### config.mk
export PLATFORM = sky130hd
export DESIGN_NAME = traffic_signal_phase_controller
export DESIGN_NICKNAME = d
export VERILOG_FILES = /design/src/rtl/core/tsp_pkg.sv /design/src/rtl/core/tsp_cfg.sv /design/src/rtl/core/tsp_ctrl.sv /design/src/rtl/core/tsp_out.sv /design/src/rtl/core/traffic_signal_phase_controller.sv
export SDC_FILE = /design/constraint.sdc
export NUM_CORES = 1
export LEC_CHECK = 0
export ABC_AREA = 1
export BUFFER_PORTS_ARGS = -buffer_cell sky130_fd_sc_hd__buf_2
export CORE_MARGIN = 1.5
export CORE_UTILIZATION = 55
export DETAILED_ROUTE_END_ITERATION = 6
export GPL_TIMING_DRIVEN = 0
export PLACE_DENSITY_LB_ADDON = 0.25
export SETUP_SLACK_MARGIN = 0.5
export SLEW_MARGIN = 20
export SYNTH_ARGS = -nofsm -noshare
export SYNTH_HDL_FRONTEND = slang
export SYNTH_SLANG_ARGS = --single-unit
### constraint.sdc
create_clock -name clk -period 14.23 [get_ports clk]
set_input_delay 2.1345 -clock clk [delete_from_list [all_inputs] [get_ports clk]]
set_output_delay 2.1345 -clock clk [all_outputs]
set_load 0.05 [all_outputs]
### src/rtl/core/tsp_pkg.sv
// tsp_pkg: shared types, phase and mode codes, register map and reset values
// for the traffic signal phase controller; no dependencies
`timescale 1ns / 1ps

package tsp_pkg;

	// timing defaults
	localparam int TICKS_PER_SECOND_DEF = 10;
	localparam logic [7:0] EMERGENCY_HOLD_SECS = 8'd10;

	// register map (index = byte address / 4)
	localparam int CFG_ADDR_W = 5;
	localparam logic [2:0] REG_LEFT_GREEN  = 3'd0;
	localparam logic [2:0] REG_BASE_GREEN  = 3'd1;
	localparam logic [2:0] REG_SECS_PER_VEH = 3'd2;
	localparam logic [2:0] REG_MIN_GREEN   = 3'd3;
	localparam logic [2:0] REG_MAX_GREEN   = 3'd4;
	localparam logic [2:0] REG_YELLOW      = 3'd5;
	localparam logic [2:0] REG_ALL_RED     = 3'd6;
	localparam logic [2:0] REG_WALK        = 3'd7;

	localparam logic [7:0] RST_LEFT_GREEN   = 8'd10;
	localparam logic [7:0] RST_BASE_GREEN   = 8'd15;
	localparam logic [3:0] RST_SECS_PER_VEH = 4'd2;
	localparam logic [7:0] RST_MIN_GREEN    = 8'd10;
	localparam logic [7:0] RST_MAX_GREEN    = 8'd60;
	localparam logic [7:0] RST_YELLOW       = 8'd3;
	localparam logic [7:0] RST_ALL_RED      = 8'd2;
	localparam logic [7:0] RST_WALK         = 8'd10;

	// light codes
	localparam logic [1:0] LIGHT_RED    = 2'd0;
	localparam logic [1:0] LIGHT_YELLOW = 2'd1;
	localparam logic [1:0] LIGHT_GREEN  = 2'd2;

	typedef enum logic [3:0] {
		PH_NS_LEFT_GREEN  = 4'd0,
		PH_NS_LEFT_YELLOW = 4'd1,
		PH_NS_LEFT_RED    = 4'd2,
		PH_NS_GREEN       = 4'd3,
		PH_NS_YELLOW      = 4'd4,
		PH_NS_RED         = 4'd5,
		PH_EW_LEFT_GREEN  = 4'd6,
		PH_EW_LEFT_YELLOW = 4'd7,
		PH_EW_LEFT_RED    = 4'd8,
		PH_EW_GREEN       = 4'd9,
		PH_EW_YELLOW      = 4'd10,
		PH_EW_RED         = 4'd11,
		PH_WALK           = 4'd12,
		PH_EMG_GREEN      = 4'd13,
		PH_EMG_YELLOW     = 4'd14,
		PH_STOPPED        = 4'd15
	} phase_t;

	typedef enum logic [1:0] {
		RM_NORMAL  = 2'd0,
		RM_TO_EMG  = 2'd1,
		RM_TO_WALK = 2'd2,
		RM_EXIT    = 2'd3
	} ret_mode_t;

	// position of a cycle phase inside its three-phase group
	typedef enum logic [1:0] {
		SLOT_GREEN,
		SLOT_YELLOW,
		SLOT_RED,
		SLOT_SPECIAL
	} slot_t;

	typedef struct packed {
		logic [7:0] left_green_secs;
		logic [7:0] base_green_secs;
		logic [3:0] secs_per_vehicle;
		logic [7:0] min_green_secs;
		logic [7:0] max_green_secs;
		logic [7:0] yellow_secs;
		logic [7:0] all_red_secs;
		logic [7:0] walk_secs;
	} cfg_t;

	typedef struct packed {
		logic       ped_request;
		logic [1:0] ped_direction;
		logic       emergency_request;
		logic [1:0] emergency_approach;
		logic [7:0] ns_vehicles;
		logic [7:0] ew_vehicles;
		logic       shutdown;
	} in_item_t;

	// controller state seen after one tick
	typedef struct packed {
		phase_t     phase;
		logic [7:0] secs_rem;
		logic [1:0] serving_dir;
		logic       ped_latched;
	} step_res_t;

	function automatic slot_t phase_slot(input phase_t p);
		slot_t s;
		case (p)
			PH_NS_LEFT_GREEN, PH_NS_GREEN, PH_EW_LEFT_GREEN, PH_EW_GREEN: s = SLOT_GREEN;
			PH_NS_LEFT_YELLOW, PH_NS_YELLOW, PH_EW_LEFT_YELLOW, PH_EW_YELLOW: s = SLOT_YELLOW;
			PH_NS_LEFT_RED, PH_NS_RED, PH_EW_LEFT_RED, PH_EW_RED: s = SLOT_RED;
			default: s = SLOT_SPECIAL;
		endcase
		return s;
	endfunction

endpackage

### src/rtl/core/tsp_cfg.sv
// tsp_cfg: apb-style configuration registers of the phase controller
// depends on tsp_pkg
`timescale 1ns / 1ps

module tsp_cfg (
	input  logic                               clk,
	input  logic                               arst_n,
	input  logic                               psel,
	input  logic                               penable,
	input  logic                               pwrite,
	input  logic [tsp_pkg::CFG_ADDR_W-1:0]     paddr,
	input  logic [31:0]                        pwdata,
	output logic [31:0]                        prdata,
	output logic                               pready,
	output tsp_pkg::cfg_t                      cfg
);

	tsp_pkg::cfg_t cfg_q;
	logic [2:0]    idx;
	logic          wr_en;

	assign idx    = paddr[tsp_pkg::CFG_ADDR_W-1:2];
	assign wr_en  = psel & penable & pwrite;
	assign pready = 1'b1;
	assign cfg    = cfg_q;

	always_ff @(posedge clk or negedge arst_n) begin
		if (!arst_n) begin
			cfg_q.left_green_secs  <= tsp_pkg::RST_LEFT_GREEN;
			cfg_q.base_green_secs  <= tsp_pkg::RST_BASE_GREEN;
			cfg_q.secs_per_vehicle <= tsp_pkg::RST_SECS_PER_VEH;
			cfg_q.min_green_secs   <= tsp_pkg::RST_MIN_GREEN;
			cfg_q.max_green_secs   <= tsp_pkg::RST_MAX_GREEN;
			cfg_q.yellow_secs      <= tsp_pkg::RST_YELLOW;
			cfg_q.all_red_secs     <= tsp_pkg::RST_ALL_RED;
			cfg_q.walk_secs        <= tsp_pkg::RST_WALK;
		end else if (wr_en) begin
			case (idx)
				tsp_pkg::REG_LEFT_GREEN:   cfg_q.left_green_secs  <= pwdata[7:0];
				tsp_pkg::REG_BASE_GREEN:   cfg_q.base_green_secs  <= pwdata[7:0];
				tsp_pkg::REG_SECS_PER_VEH: cfg_q.secs_per_vehicle <= pwdata[3:0];
				tsp_pkg::REG_MIN_GREEN:    cfg_q.min_green_secs   <= pwdata[7:0];
				tsp_pkg::REG_MAX_GREEN:    cfg_q.max_green_secs   <= pwdata[7:0];
				tsp_pkg::REG_YELLOW:       cfg_q.yellow_secs      <= pwdata[7:0];
				tsp_pkg::REG_ALL_RED:      cfg_q.all_red_secs     <= pwdata[7:0];
				tsp_pkg::REG_WALK:         cfg_q.walk_secs        <= pwdata[7:0];
				default: ;
			endcase
		end
	end

	always_comb begin
		case (idx)
			tsp_pkg::REG_LEFT_GREEN:   prdata = {24'd0, cfg_q.left_green_secs};
			tsp_pkg::REG_BASE_GREEN:   prdata = {24'd0, cfg_q.base_green_secs};
			tsp_pkg::REG_SECS_PER_VEH: prdata = {28'd0, cfg_q.secs_per_vehicle};
			tsp_pkg::REG_MIN_GREEN:    prdata = {24'd0, cfg_q.min_green_secs};
			tsp_pkg::REG_MAX_GREEN:    prdata = {24'd0, cfg_q.max_green_secs};
			tsp_pkg::REG_YELLOW:       prdata = {24'd0, cfg_q.yellow_secs};
			tsp_pkg::REG_ALL_RED:      prdata = {24'd0, cfg_q.all_red_secs};
			tsp_pkg::REG_WALK:         prdata = {24'd0, cfg_q.walk_secs};
			default:                   prdata = 32'd0;
		endcase
	end

endmodule

### src/rtl/core/tsp_ctrl.sv
// tsp_ctrl: phase state machine, latches and second counter, one tick per step
// depends on tsp_pkg
`timescale 1ns / 1ps

module tsp_ctrl #(
	parameter int TICKS_PER_SECOND = tsp_pkg::TICKS_PER_SECOND_DEF
) (
	input  logic                clk,
	input  logic                arst_n,
	input  logic                step_en,
	input  tsp_pkg::in_item_t   item,
	input  tsp_pkg::cfg_t       cfg,
	output tsp_pkg::step_res_t  res
);

	localparam int TICK_W = (TICKS_PER_SECOND > 1) ? $clog2(TICKS_PER_SECOND) : 1;

	tsp_pkg::phase_t    phase_q, n_phase, enter_ph;
	tsp_pkg::ret_mode_t rm_q, n_rm;
	logic [TICK_W-1:0]  tick_q, n_tick;
	logic [TICK_W:0]    tick_inc;
	logic [7:0]         len_q, n_len, len_dec, enter_len;
	logic               ped_q, n_ped;
	logic [1:0]         ped_dir_q, n_ped_dir;
	logic               emg_q, n_emg;
	logic [1:0]         emg_dir_q, n_emg_dir;
	logic [1:0]         serv_q, n_serv;
	logic [7:0]         saved_q, n_saved;
	logic               enter_en, use_saved, pre;
	logic [7:0]         ns_len, ew_len;
	tsp_pkg::slot_t     slot;

	function automatic logic [7:0] straight_len(input logic [7:0] veh, input tsp_pkg::cfg_t c);
		logic [12:0] t;
		t = {5'd0, c.base_green_secs} + ({5'd0, veh} * {9'd0, c.secs_per_vehicle});
		if (t < {5'd0, c.min_green_secs}) t = {5'd0, c.min_green_secs};
		if (t > {5'd0, c.max_green_secs}) t = {5'd0, c.max_green_secs};
		return t[7:0];
	endfunction

	assign ns_len   = straight_len(item.ns_vehicles, cfg);
	assign ew_len   = straight_len(item.ew_vehicles, cfg);
	assign slot     = tsp_pkg::phase_slot(phase_q);
	assign tick_inc = {1'b0, tick_q} + {{TICK_W{1'b0}}, 1'b1};

	// next state
	always_comb begin
		n_phase   = phase_q;
		n_rm      = rm_q;
		n_tick    = tick_q;
		n_len     = len_q;
		n_ped     = ped_q;
		n_ped_dir = ped_dir_q;
		n_emg     = emg_q;
		n_emg_dir = emg_dir_q;
		n_serv    = serv_q;
		n_saved   = saved_q;
		enter_en  = 1'b0;
		enter_ph  = phase_q;
		use_saved = 1'b0;
		pre       = 1'b0;
		len_dec   = len_q;
		if (phase_q != tsp_pkg::PH_STOPPED) begin
			if (item.shutdown) begin
				n_phase = tsp_pkg::PH_STOPPED;
				n_tick  = '0;
				n_len   = 8'd0;
			end else begin
				if (item.ped_request && !ped_q && !emg_q) begin
					n_ped     = 1'b1;
					n_ped_dir = item.ped_direction;
				end
				if (item.emergency_request) begin
					n_emg     = 1'b1;
					n_emg_dir = item.emergency_approach;
				end
				if (rm_q == tsp_pkg::RM_NORMAL && n_emg
						&& phase_q != tsp_pkg::PH_EMG_GREEN
						&& phase_q != tsp_pkg::PH_EMG_YELLOW) begin
					// emergency preempts any cycle phase or a walk
					if (phase_q == tsp_pkg::PH_WALK)
						n_saved = (tick_q != '0 && len_q != 8'd0) ? len_q - 8'd1 : len_q;
					else
						n_saved = 8'd0;
					n_serv   = n_emg_dir;
					n_emg    = 1'b0;
					enter_en = 1'b1;
					if (slot == tsp_pkg::SLOT_GREEN || slot == tsp_pkg::SLOT_YELLOW) begin
						n_rm     = tsp_pkg::RM_TO_EMG;
						enter_ph = tsp_pkg::phase_t'(phase_q + 4'd1);
					end else begin
						enter_ph = tsp_pkg::PH_EMG_GREEN;
					end
					pre = 1'b1;
				end else if (rm_q == tsp_pkg::RM_NORMAL && n_ped
						&& slot == tsp_pkg::SLOT_GREEN) begin
					n_ped    = 1'b0;
					n_rm     = tsp_pkg::RM_TO_WALK;
					enter_en = 1'b1;
					enter_ph = tsp_pkg::phase_t'(phase_q + 4'd1);
					pre      = 1'b1;
				end
				if (!pre) begin
					if (tick_inc >= (TICK_W+1)'(TICKS_PER_SECOND)) begin
						n_tick = '0;
						if (len_q != 8'd0) len_dec = len_q - 8'd1;
					end else begin
						n_tick = tick_inc[TICK_W-1:0];
					end
					n_len = len_dec;
					if (len_dec == 8'd0) begin
						enter_en = 1'b1;
						if (rm_q == tsp_pkg::RM_TO_EMG) begin
							if (slot == tsp_pkg::SLOT_YELLOW) begin
								enter_ph = tsp_pkg::phase_t'(phase_q + 4'd1);
							end else begin
								n_rm     = tsp_pkg::RM_NORMAL;
								enter_ph = tsp_pkg::PH_EMG_GREEN;
							end
						end else if (rm_q == tsp_pkg::RM_TO_WALK) begin
							if (slot == tsp_pkg::SLOT_YELLOW) begin
								enter_ph = tsp_pkg::phase_t'(phase_q + 4'd1);
							end else begin
								n_rm     = tsp_pkg::RM_NORMAL;
								enter_ph = tsp_pkg::PH_WALK;
							end
						end else if (rm_q == tsp_pkg::RM_EXIT
								|| phase_q == tsp_pkg::PH_EMG_YELLOW) begin
							if (phase_q == tsp_pkg::PH_EMG_YELLOW) begin
								n_rm     = tsp_pkg::RM_EXIT;
								enter_ph = tsp_pkg::PH_NS_RED;
							end else begin
								n_rm = tsp_pkg::RM_NORMAL;
								if (saved_q != 8'd0) begin
									// resume an interrupted walk
									enter_ph  = tsp_pkg::PH_WALK;
									use_saved = 1'b1;
									n_saved   = 8'd0;
								end else begin
									enter_ph = tsp_pkg::PH_NS_LEFT_GREEN;
								end
							end
						end else if (slot != tsp_pkg::SLOT_SPECIAL) begin
							enter_ph = (phase_q == tsp_pkg::PH_EW_RED) ?
								tsp_pkg::PH_NS_LEFT_GREEN : tsp_pkg::phase_t'(phase_q + 4'd1);
						end else if (phase_q == tsp_pkg::PH_WALK) begin
							n_rm     = tsp_pkg::RM_EXIT;
							n_saved  = 8'd0;
							enter_ph = tsp_pkg::PH_NS_RED;
						end else begin
							// emergency green hold ends
							n_rm     = tsp_pkg::RM_EXIT;
							enter_ph = tsp_pkg::PH_EMG_YELLOW;
						end
					end
				end
				if (enter_en) begin
					n_phase = enter_ph;
					n_tick  = '0;
					n_len   = use_saved ? saved_q : enter_len;
				end
			end
		end
	end

	// length of a phase being entered
	always_comb begin
		case (enter_ph)
			tsp_pkg::PH_STOPPED:    enter_len = 8'd0;
			tsp_pkg::PH_WALK:       enter_len = cfg.walk_secs;
			tsp_pkg::PH_EMG_GREEN:  enter_len = tsp_pkg::EMERGENCY_HOLD_SECS;
			tsp_pkg::PH_EMG_YELLOW: enter_len = cfg.yellow_secs;
			tsp_pkg::PH_NS_GREEN:   enter_len = ns_len;
			tsp_pkg::PH_EW_GREEN:   enter_len = ew_len;
			tsp_pkg::PH_NS_LEFT_GREEN, tsp_pkg::PH_EW_LEFT_GREEN:
				enter_len = cfg.left_green_secs;
			tsp_pkg::PH_NS_LEFT_YELLOW, tsp_pkg::PH_NS_YELLOW,
			tsp_pkg::PH_EW_LEFT_YELLOW, tsp_pkg::PH_EW_YELLOW:
				enter_len = cfg.yellow_secs;
			default: enter_len = cfg.all_red_secs;
		endcase
	end

	// outputs
	always_comb begin
		res.phase       = n_phase;
		res.secs_rem    = n_len;
		res.serving_dir = n_serv;
		res.ped_latched = n_ped;
	end

	always_ff @(posedge clk or negedge arst_n) begin
		if (!arst_n) begin
			phase_q   <= tsp_pkg::PH_NS_LEFT_GREEN;
			rm_q      <= tsp_pkg::RM_NORMAL;
			tick_q    <= '0;
			len_q     <= tsp_pkg::RST_LEFT_GREEN;
			ped_q     <= 1'b0;
			ped_dir_q <= 2'd0;
			emg_q     <= 1'b0;
			emg_dir_q <= 2'd0;
			serv_q    <= 2'd0;
			saved_q   <= 8'd0;
		end else if (step_en) begin
			phase_q   <= n_phase;
			rm_q      <= n_rm;
			tick_q    <= n_tick;
			len_q     <= n_len;
			ped_q     <= n_ped;
			ped_dir_q <= n_ped_dir;
			emg_q     <= n_emg;
			emg_dir_q <= n_emg_dir;
			serv_q    <= n_serv;
			saved_q   <= n_saved;
		end
	end

endmodule

### src/rtl/core/tsp_out.sv
// tsp_out: result register with light decode and valid/stall handshake
// depends on tsp_pkg
`timescale 1ns / 1ps

module tsp_out (
	input  logic                clk,
	input  logic                arst_n,
	input  logic                load,
	input  tsp_pkg::step_res_t  res,
	input  logic                out_stall,
	output logic                out_valid,
	output logic [3:0]          phase,
	output logic [7:0]          straight_lights,
	output logic [7:0]          left_lights,
	output logic                walk_active,
	output logic                emergency_active,
	output logic [1:0]          served_emergency_dir,
	output logic                ped_pending,
	output logic [7:0]          seconds_remaining
);

	logic [7:0] s_dec, l_dec, pair_green, pair_yellow;
	logic       valid_q;

	assign pair_green  = {4'd0, tsp_pkg::LIGHT_GREEN, tsp_pkg::LIGHT_GREEN};
	assign pair_yellow = {4'd0, tsp_pkg::LIGHT_YELLOW, tsp_pkg::LIGHT_YELLOW};

	always_comb begin
		s_dec = 8'd0;
		l_dec = 8'd0;
		case (res.phase)
			tsp_pkg::PH_NS_LEFT_GREEN:  l_dec = pair_green;
			tsp_pkg::PH_NS_LEFT_YELLOW: l_dec = pair_yellow;
			tsp_pkg::PH_NS_GREEN:       s_dec = pair_green;
			tsp_pkg::PH_NS_YELLOW:      s_dec = pair_yellow;
			tsp_pkg::PH_EW_LEFT_GREEN:  l_dec = pair_green << 4;
			tsp_pkg::PH_EW_LEFT_YELLOW: l_dec = pair_yellow << 4;
			tsp_pkg::PH_EW_GREEN:       s_dec = pair_green << 4;
			tsp_pkg::PH_EW_YELLOW:      s_dec = pair_yellow << 4;
			tsp_pkg::PH_EMG_GREEN:
				s_dec = {6'd0, tsp_pkg::LIGHT_GREEN} << {res.serving_dir, 1'b0};
			tsp_pkg::PH_EMG_YELLOW:
				s_dec = {6'd0, tsp_pkg::LIGHT_YELLOW} << {res.serving_dir, 1'b0};
			default: ;
		endcase
	end

	always_ff @(posedge clk or negedge arst_n) begin
		if (!arst_n)
			valid_q <= 1'b0;
		else
			valid_q <= load | (valid_q & out_stall);
	end

	always_ff @(posedge clk) begin
		if (load) begin
			phase                <= res.phase;
			straight_lights      <= s_dec;
			left_lights          <= l_dec;
			walk_active          <= (res.phase == tsp_pkg::PH_WALK);
			emergency_active     <= (res.phase == tsp_pkg::PH_EMG_GREEN);
			served_emergency_dir <= res.serving_dir;
			ped_pending          <= res.ped_latched;
			seconds_remaining    <= (res.phase == tsp_pkg::PH_STOPPED) ? 8'd0 : res.secs_rem;
		end
	end

	assign out_valid = valid_q;

endmodule

### src/rtl/core/traffic_signal_phase_controller.sv
// traffic_signal_phase_controller: top level with input register, phase
// controller and result register; depends on tsp_pkg, tsp_cfg, tsp_ctrl, tsp_out
`timescale 1ns / 1ps

// four-way signal controller stepped by one tick item (TICKS_PER_SECOND ticks
// make a second). each accepted item produces exactly one result item holding
// the phase, both light sets and the seconds left. throughput is one item per
// clock while the result channel is not stalled; the accepting edge loads the
// input register, and the combinational state update is loaded into the result
// register once that register is empty or being drained.
// the phase state machine updates once per cycle unless the result stalls,
// so items may arrive back to back; the input register absorbs one item
// while a result waits under stall. configuration registers sit at byte
// address 4*index and should only be written while no item is in flight.
// there is no start-up clearing pass: the block takes items right after reset.

module traffic_signal_phase_controller #(
	parameter int TICKS_PER_SECOND = tsp_pkg::TICKS_PER_SECOND_DEF
) (
	input  logic                           clk,
	input  logic                           arst_n,
	// configuration port
	input  logic                           psel,
	input  logic                           penable,
	input  logic                           pwrite,
	input  logic [tsp_pkg::CFG_ADDR_W-1:0] paddr,
	input  logic [31:0]                    pwdata,
	output logic [31:0]                    prdata,
	output logic                           pready,
	// input item channel
	input  logic                           in_valid,
	output logic                           in_stall,
	input  logic                           ped_request,
	input  logic [1:0]                     ped_direction,
	input  logic                           emergency_request,
	input  logic [1:0]                     emergency_approach,
	input  logic [7:0]                     ns_vehicles,
	input  logic [7:0]                     ew_vehicles,
	input  logic                           shutdown,
	// result item channel
	output logic                           out_valid,
	input  logic                           out_stall,
	output logic [3:0]                     phase,
	output logic [7:0]                     straight_lights,
	output logic [7:0]                     left_lights,
	output logic                           walk_active,
	output logic                           emergency_active,
	output logic [1:0]                     served_emergency_dir,
	output logic                           ped_pending,
	output logic [7:0]                     seconds_remaining
);

	tsp_pkg::cfg_t      cfg;
	tsp_pkg::in_item_t  item_s1;
	tsp_pkg::step_res_t res;
	logic               valid_s1;
	logic               step_go;
	logic               in_take;

	// the item in the input register steps the controller whenever the
	// result register is empty or being drained this cycle
	assign step_go  = valid_s1 & (~out_valid | ~out_stall);
	assign in_stall = valid_s1 & ~step_go;
	assign in_take  = in_valid & ~in_stall;

	always_ff @(posedge clk or negedge arst_n) begin
		if (!arst_n)
			valid_s1 <= 1'b0;
		else
			valid_s1 <= in_take | (valid_s1 & ~step_go);
	end

	// input item register, payload only
	always_ff @(posedge clk) begin
		if (in_take) begin
			item_s1.ped_request        <= ped_request;
			item_s1.ped_direction      <= ped_direction;
			item_s1.emergency_request  <= emergency_request;
			item_s1.emergency_approach <= emergency_approach;
			item_s1.ns_vehicles        <= ns_vehicles;
			item_s1.ew_vehicles        <= ew_vehicles;
			item_s1.shutdown           <= shutdown;
		end
	end

	tsp_cfg u_cfg (
		.clk     (clk),
		.arst_n  (arst_n),
		.psel    (psel),
		.penable (penable),
		.pwrite  (pwrite),
		.paddr   (paddr),
		.pwdata  (pwdata),
		.prdata  (prdata),
		.pready  (pready),
		.cfg     (cfg)
	);

	// phase state machine: shutdown, request latching, preemption, countdown
	tsp_ctrl #(
		.TICKS_PER_SECOND (TICKS_PER_SECOND)
	) u_ctrl (
		.clk     (clk),
		.arst_n  (arst_n),
		.step_en (step_go),
		.item    (item_s1),
		.cfg     (cfg),
		.res     (res)
	);

	tsp_out u_out (
		.clk                  (clk),
		.arst_n               (arst_n),
		.load                 (step_go),
		.res                  (res),
		.out_stall            (out_stall),
		.out_valid            (out_valid),
		.phase                (phase),
		.straight_lights      (straight_lights),
		.left_lights          (left_lights),
		.walk_active          (walk_active),
		.emergency_active     (emergency_active),
		.served_emergency_dir (served_emergency_dir),
		.ped_pending          (ped_pending),
		.seconds_remaining    (seconds_remaining)
	);

endmodule
Word-level counts from Yosys, hierarchy flattened
Memory sizes are Yosys's and may differ from the RTL's.
Cells that the tools add are included.

storage, ports and cells
  bits in registers = 148
  ROM bits = 32
  bits of input ports = 67
  output and inout port bits = 68
  word-level logic and storage cells = 233
  memories kept = 1

operators by class
  add/subtract/negate cells = 5
  multiply operators = 2
  magnitude comparators = 5
  equal/unequal tests = 41
  shift operators = 2
  mux-type cells = 97
  bitwise operators = 14
  reduce and logical (&&, ||, !) cells = 33

memories
  name             depth  width  rd ports  clocked after memory_dff  wr ports  line            source
  (no name shown)  16     2      1         0                         0         tsp_pkg.sv:101  case (p)

operator list
  kind                  number
  $pmux W32 S8          1
  $mux W8               24
  $mux W4               24
  $eq A4 B4 Y1 const B  15
  $pmux W8 S7           1
  $pmux W8 S6           1
  $pmux W8 S4           1
  $mux W2               15
  $mux W1               28
  $add A8 B12 Y13       2
  $gt A13 B8 Y1         2
  $lt A13 B8 Y1         2
  $mux W13              2
  $eq A4 B3 Y1 const B  6
  $mul A8 B4 Y12        2
  $reduce_and A2 Y1     8
  $reduce_bool A8 Y1    2
  $eq A3 B3 Y1 const B  4
  $ne A4 B4 Y1 const B  3
  $eq A4 B1 Y1 const B  2
  $eq A4 B2 Y1 const B  2
  $logic_and A1 B1 Y1   8
  $logic_not A4 Y1      2
  $logic_not A8 Y1      1
  23 further kinds      41

Logic depth before layout (Yosys ltp)
  depth after elaboration = 27
  depth in mapped cells = 48
  mapped depth without buffers = 44

Cells and area by module
A second synthesis with hierarchy kept.

unflattened totals
  cells, all modules = 1663
  area, all modules = 12487.0 sq um

by module, submodules not included
  module                           instances  cells an instance  area each (sq um)  sequential area each (sq um)
  tsp_ctrl                         1          1171               7357.1             803.3
  tsp_cfg                          1          366                3163.0             1524.0
  tsp_out                          1          95                 1219.9             895.9
  traffic_signal_phase_controller  1          31                 747.0              715.7

Least setup slack after synthesis
No wires, ideal clock.

  kind = reg2reg
  start point = register u_cfg.cfg_q (netlist bit u_cfg.cfg[41])
  end point = register u_out.seconds_remaining[2] (data pin)
  setup time = 0.274 ns
  data arrival time = 7.007 ns
  data required time = 13.956 ns
  slack = 6.949 ns
  stages on the path, launching flop included = 44
  buffers on the path = 4
  path through = dfstp_2 clkbuf_1 clkbuf_1 nand2_1 inv_1 fa_1 fa_1 inv_1 fa_1 inv_1 ha_1 nand2_1 nand2_1 o21bai_1 a21oi_1 xnor2_1 ha_1 and3_1 (+8 left out) ha_1 nand2_1 or4_1 nand2_1 nand2_1 nor2_1 inv_1 clkbuf_1 o21ai_0 nor2_1 nor2_1 nand2_1 nor2_1 nand3_1 nand2_1 nand2_1 nand2_1 a21oi_1

on the way
  word-level cells in the longest chain between the ends = 11
  elaborated cells between the ends (all ways) = 17
  classes of those cells = 2 x add/sub; 2 x mul; 4 x order compare; 9 x mux

ends and longest elaborated chain
  what                  line             source
  from (decl)           tsp_cfg.sv:18    tsp_pkg::cfg_t cfg_q;
  $mul A8 B4 Y12        tsp_ctrl.sv:35   t = {5'd0, c.base_green_secs} + ({5'd0, veh} * {9'd0, c.secs_per_vehicle});
  $add A8 B12 Y13       tsp_ctrl.sv:35
  $lt A13 B8 Y1         tsp_ctrl.sv:36   if (t < {5'd0, c.min_green_secs}) t = {5'd0, c.min_green_secs};
  $mux W13              tsp_ctrl.sv:36
  $gt A13 B8 Y1         tsp_ctrl.sv:37   if (t > {5'd0, c.max_green_secs}) t = {5'd0, c.max_green_secs};
  $mux W8               tsp_ctrl.sv:37
  $pmux W8 S7 *         tsp_ctrl.sv:168  case (enter_ph)
  $mux W8 *             tsp_ctrl.sv:160  n_len = use_saved ? saved_q : enter_len;
  $mux W8 *             tsp_ctrl.sv:157  if (enter_en) begin
  $mux W8 *             tsp_ctrl.sv:64   if (item.shutdown) begin
  $mux W8 *             tsp_ctrl.sv:63   if (phase_q != tsp_pkg::PH_STOPPED) begin
  to (signal assigned)  tsp_out.sv:64    seconds_remaining <= (res.phase == tsp_pkg::PH_STOPPED) ? 8'd0 : res.secs_rem;
  to (decl)             tsp_out.sv:19    output logic [7:0] seconds_remaining

Mark *: on every way between the ends. The rest lies on a longest branch, timed or not.
A chain may end at the register's enable or synchronous reset.

Worst setup path in the final report
  start point = register u_cfg.cfg_q (netlist bit u_cfg.cfg[41])
  end point = register u_out.seconds_remaining[7] (data pin)

The elaborated chain is that of the path after synthesis.

==> impl_metrics.py <==
metrics = {
    "status": {
        "status": "complete, no violations",
    },
    "layout": {
        "drive_gt1_share_pct": 12.91,
        "n_fill_cell": 1930,
        "design_area_um2": 13430,
        "utilization_pct": 63.49,
        "area_growth_pct": 12.36,
        "layout.cells.non_filler": 2033,
        "antenna_cells": 0,
        "nets": 1935,
    },
    "synthesis": {
        "ys_async_sr_fraction_pct": 65.28,
        "synth_area_leaders": "dfrtp_1 (15%), nand2_1 (15%), edfxtp_1 (13%), ha_1 (8.9%), inv_1 (7.7%)",
        "synth_area_um2": 11950,
        "synth_top_area_share_pct": 15.49,
        "synth_seq_cells": 144,
        "synth_adder_area_share_pct": 15.26,
        "synth.distinct_cells": 52,
        "synthMuxAreaShare_pct": 0.1675,
        "synth.top_cells.by_count": "nand2_1 (472), inv_1 (245), o21ai_0 (125)",
        "yosysSeqAreaShare_pct": 32.45,
        "ys_warn_count": 0,
        "synth_xor_area_share_pct": 1.392,
        "synth_compound_area_share_pct": 12.14,
        "synthFlopType": "dfrtp_1",
        "synth_area_leader_cell": "dfrtp_1",
        "synth_top_family_by_area": "simple AND/OR/NAND/NOR gates",
        "synth-simple-area-share_pct": 27.57,
        "synth_most_common_cell": "nand2_1",
        "synth-edff-count": 50,
        "syn_avg_cell_area_um2": 7.370,
        "syn_inst": 1622,
    },
    "drt": {
        "dr.pass1.iters": 7,
        "ant_nets": 0,
        "vias": 11065,
        "viasPerCell": 5.443,
        "routedWlPerCell_um": 15.70,
        "drt_iter0_drc": 1076,
        "drt_wl_total_um": 31930,
        "remaining_drc_errors": 0,
    },
    "min_path": {
        "min_path_cells": 2,
        "holdPathEnd": "u_ctrl.serv_q[1]$_DFFE_PN0P_",
        "worstHoldStart": "u_ctrl.serv_q[1]$_DFFE_PN0P_",
        "hold_path.class": "reg -> reg",
    },
    "pwr": {
        "p_total_mw": 3.109,
        "switching_share_pct": 53.05,
        "clockPowerShare_pct": 15.3,
        "p_per_area_nw_per_um2": 231.4,
        "ir_drop_uv": 93.76,
        "power_switching_mw": 1.649,
        "p_comb_share_pct": 64.8,
        "p_leak_nw": 7.160,
        "p_int_mw": 1.460,
        "seqPwrFrac_pct": 19.9,
    },
    "worst_setup_path": {
        "rr_endpoint": "u_out.seconds_remaining[7]$_SDFFCE_PN0P_",
        "critical_path_arrival_ps": 9110,
        "reg2regPathDepth": 41,
        "crit_top_cell": "nand2_1",
        "worstPathMaxFanout": 10,
        "startpoint_type": "flip-flop",
        "rrSetupSlack_ps": 5280,
        "criticalPathCategory": "reg -> reg",
        "cpPeakStageDelay_ps": 540,
        "required_ps": 14390,
        "path_buf_inv": 8,
        "crit_slowest_cell": "fa_1",
        "r2r-start": "u_cfg.cfg[41]$_DFFE_PN1P_",
        "cp-end-kind": "flip-flop",
        "crit_family": "simple AND/OR/NAND/NOR gates",
    },
    "grt": {
        "grt_pass1_vias": 10178,
        "grt_usage_pct": 29.57,
        "grt_max_degree": 64,
        "grt_pass1_wl_um": 51740,
        "overflow": 0,
        "antenna_found_initial": 0,
    },
    "sta": {
        "finalHoldViolCount": 0,
        "period_share_pct": 62.90,
        "slew_headroom_pct": 39.53,
        "tns_ps": 0,
        "skew_ps": 12.78,
        "tightest_slew_ps": 900.2,
        "fin_hold_ws_ps": 489.8,
        "rsz0062_at_grt": "no",
        "setup_viol": 0,
        "finalCriticalPeriod_ps": 8950,
        "slew_violations": 0,
        "setup_slack_ps": 5280,
        "fmax_ghz": 0.1117,
    },
    "die": {
        "core_um2": 21150,
        "die_w_um": 150.4,
        "rows": 53,
        "start_util_pct": 56.51,
        "boundaryPins": 135,
        "die_y_um": 150.4,
        "die_area_um2": 22630,
    },
    "placed_design": {
        "dpl_cell_area_um2": 12820,
        "place_ws_ps": 5388,
        "dpl.hpwl_um": 24870,
        "port_buffers": 80,
        "post-place-cells": 2001,
        "place.gp.congestion": 1.030,
    },
    "cts": {
        "cts_buffer_depth": 2,
        "cts_tree": "done",
        "cts_setup_buffers": 0,
        "clock_tree.root_cell": "clkbuf_16",
        "ctsHoldBuffers": 0,
        "cts.reportedPaths.clkPinSlew_ps": 70,
        "clk_latency_ps": 430,
        "cts_sinks": 144,
        "cts_max_level": 4,
        "cts_made_buffers": 17,
        "cts_resized": 0,
    },
    "flow_run": {
        "maxCapViolCount": 0,
    },
}
final cells by class:
class                      instances  area (um^2)  share of cell area (%)
inverter                         263        987.2                   7.350
sequential                       144         3879                   28.88
multi-input combinational       1183         6852                   51.01
clock buffer                      17        425.4                   3.167
tap                              275        344.1                   2.562
timing repair buffer              81        434.2                   3.232
buffer                            55        322.8                   2.403
clock inverter                    15        187.7                   1.397
worst min-delay path, cell delays in order (launching register included):
cell and delay (ps):
dfrtp_1 350, nand2_1 50, o21ai_0 60
cell usage in the layout, fill, tap and decap left out, types with 12 or more instances in the layout:
cell type    n
fa_1        38
a21oi_1     52
nand2_1    472
ha_1        85
inv_2       18
buf_2       79
inv_1      244
buf_4       31
nand4_1     18
clkbuf_1    24
nand3_1     90
dfrtp_1     74
o21ai_1     12
nor2_1     114
o21ai_0    125
clkbuf_16   17
o22ai_1     22
dfstp_2     20
conb_1      25
edfxtp_1    50
layer usage:
metal | up-vias | global-route usage (%) | part of all wire (%)
met5 | - | 0 | 0
met4 | 0 | 9.314 | 2.1
met3 | 51 | 5.636 | 7.8
met2 | 453 | 46.12 | 46
met1 | 5130 | 41.52 | 44
li1 | 5431 | - | -
power groups by stage:
| stage | Sequential [mW] | Combinational (mW) | Clock, mW |
|---|---|---|---|
| CTS | 0.617 | 1.99 | 0.477 |
| floorplan | 0.684 | 1.44 | 0 |
| finish | 0.619 | 2.01 | 0.475 |
| detailed placement | 0.623 | 1.97 | 0 |
| global placement | 0.622 | 1.93 | 0 |
| global route | 0.631 | 2.28 | 0.498 |
registers in the layout (all words and copies together), names as in the netlist:
signal / cells
u_ctrl.ped_q: 1
u_ctrl.emg_dir_q: 2
u_cfg.cfg: 60
u_ctrl.len_q: 8
u_out.emergency_active: 1
item_s1: 21
u_ctrl.phase_q: 4
u_ctrl.serv_q: 2
u_out.phase: 4
valid_s1: 1
u_out.seconds_remaining: 8
u_out.served_emergency_dir: 2
u_out.straight_lights: 8
u_ctrl.emg_q: 1
u_ctrl.tick_q: 4
u_out.walk_active: 1
u_ctrl.rm_q: 2
u_out.ped_pending: 1
u_ctrl.saved_q: 8
u_out.left_lights: 4
u_out.out_valid: 1
worst max path at each step:
stage                              startpoint                                       end  slack [ps]  cells past startpoint
finish              u_cfg.cfg[41]$_DFFE_PN1P_  u_out.seconds_remaining[7]$_SDFFCE_PN0P_        5280                     41
global route        u_cfg.cfg[41]$_DFFE_PN1P_  u_out.seconds_remaining[7]$_SDFFCE_PN0P_        4370                     46
CTS                 u_cfg.cfg[41]$_DFFE_PN1P_  u_out.seconds_remaining[7]$_SDFFCE_PN0P_        5350                     41
detailed placement  u_cfg.cfg[41]$_DFFE_PN1P_  u_out.seconds_remaining[7]$_SDFFCE_PN0P_        5390                     41
global placement    u_cfg.cfg[41]$_DFFE_PN1P_  u_out.seconds_remaining[7]$_SDFFCE_PN0P_        5510                     42
floorplan           u_cfg.cfg[41]$_DFFE_PN1P_  u_out.seconds_remaining[2]$_SDFFCE_PN0P_        6950                     43
kinds of logic after synthesis:
| kind of cell | Yosys count |
|---|---|
| AOI/OAI and AO/OA | 256 |
| xor gates and xnor gates | 19 |
| adders and majority gates | 123 |
| buffers and inverters | 318 |
| DFF | 144 |
| muxes | 2 |
| other | 2 |
| and+or+nand+nor | 758 |
No activity file was read; power rests on OpenSTA's default activity.
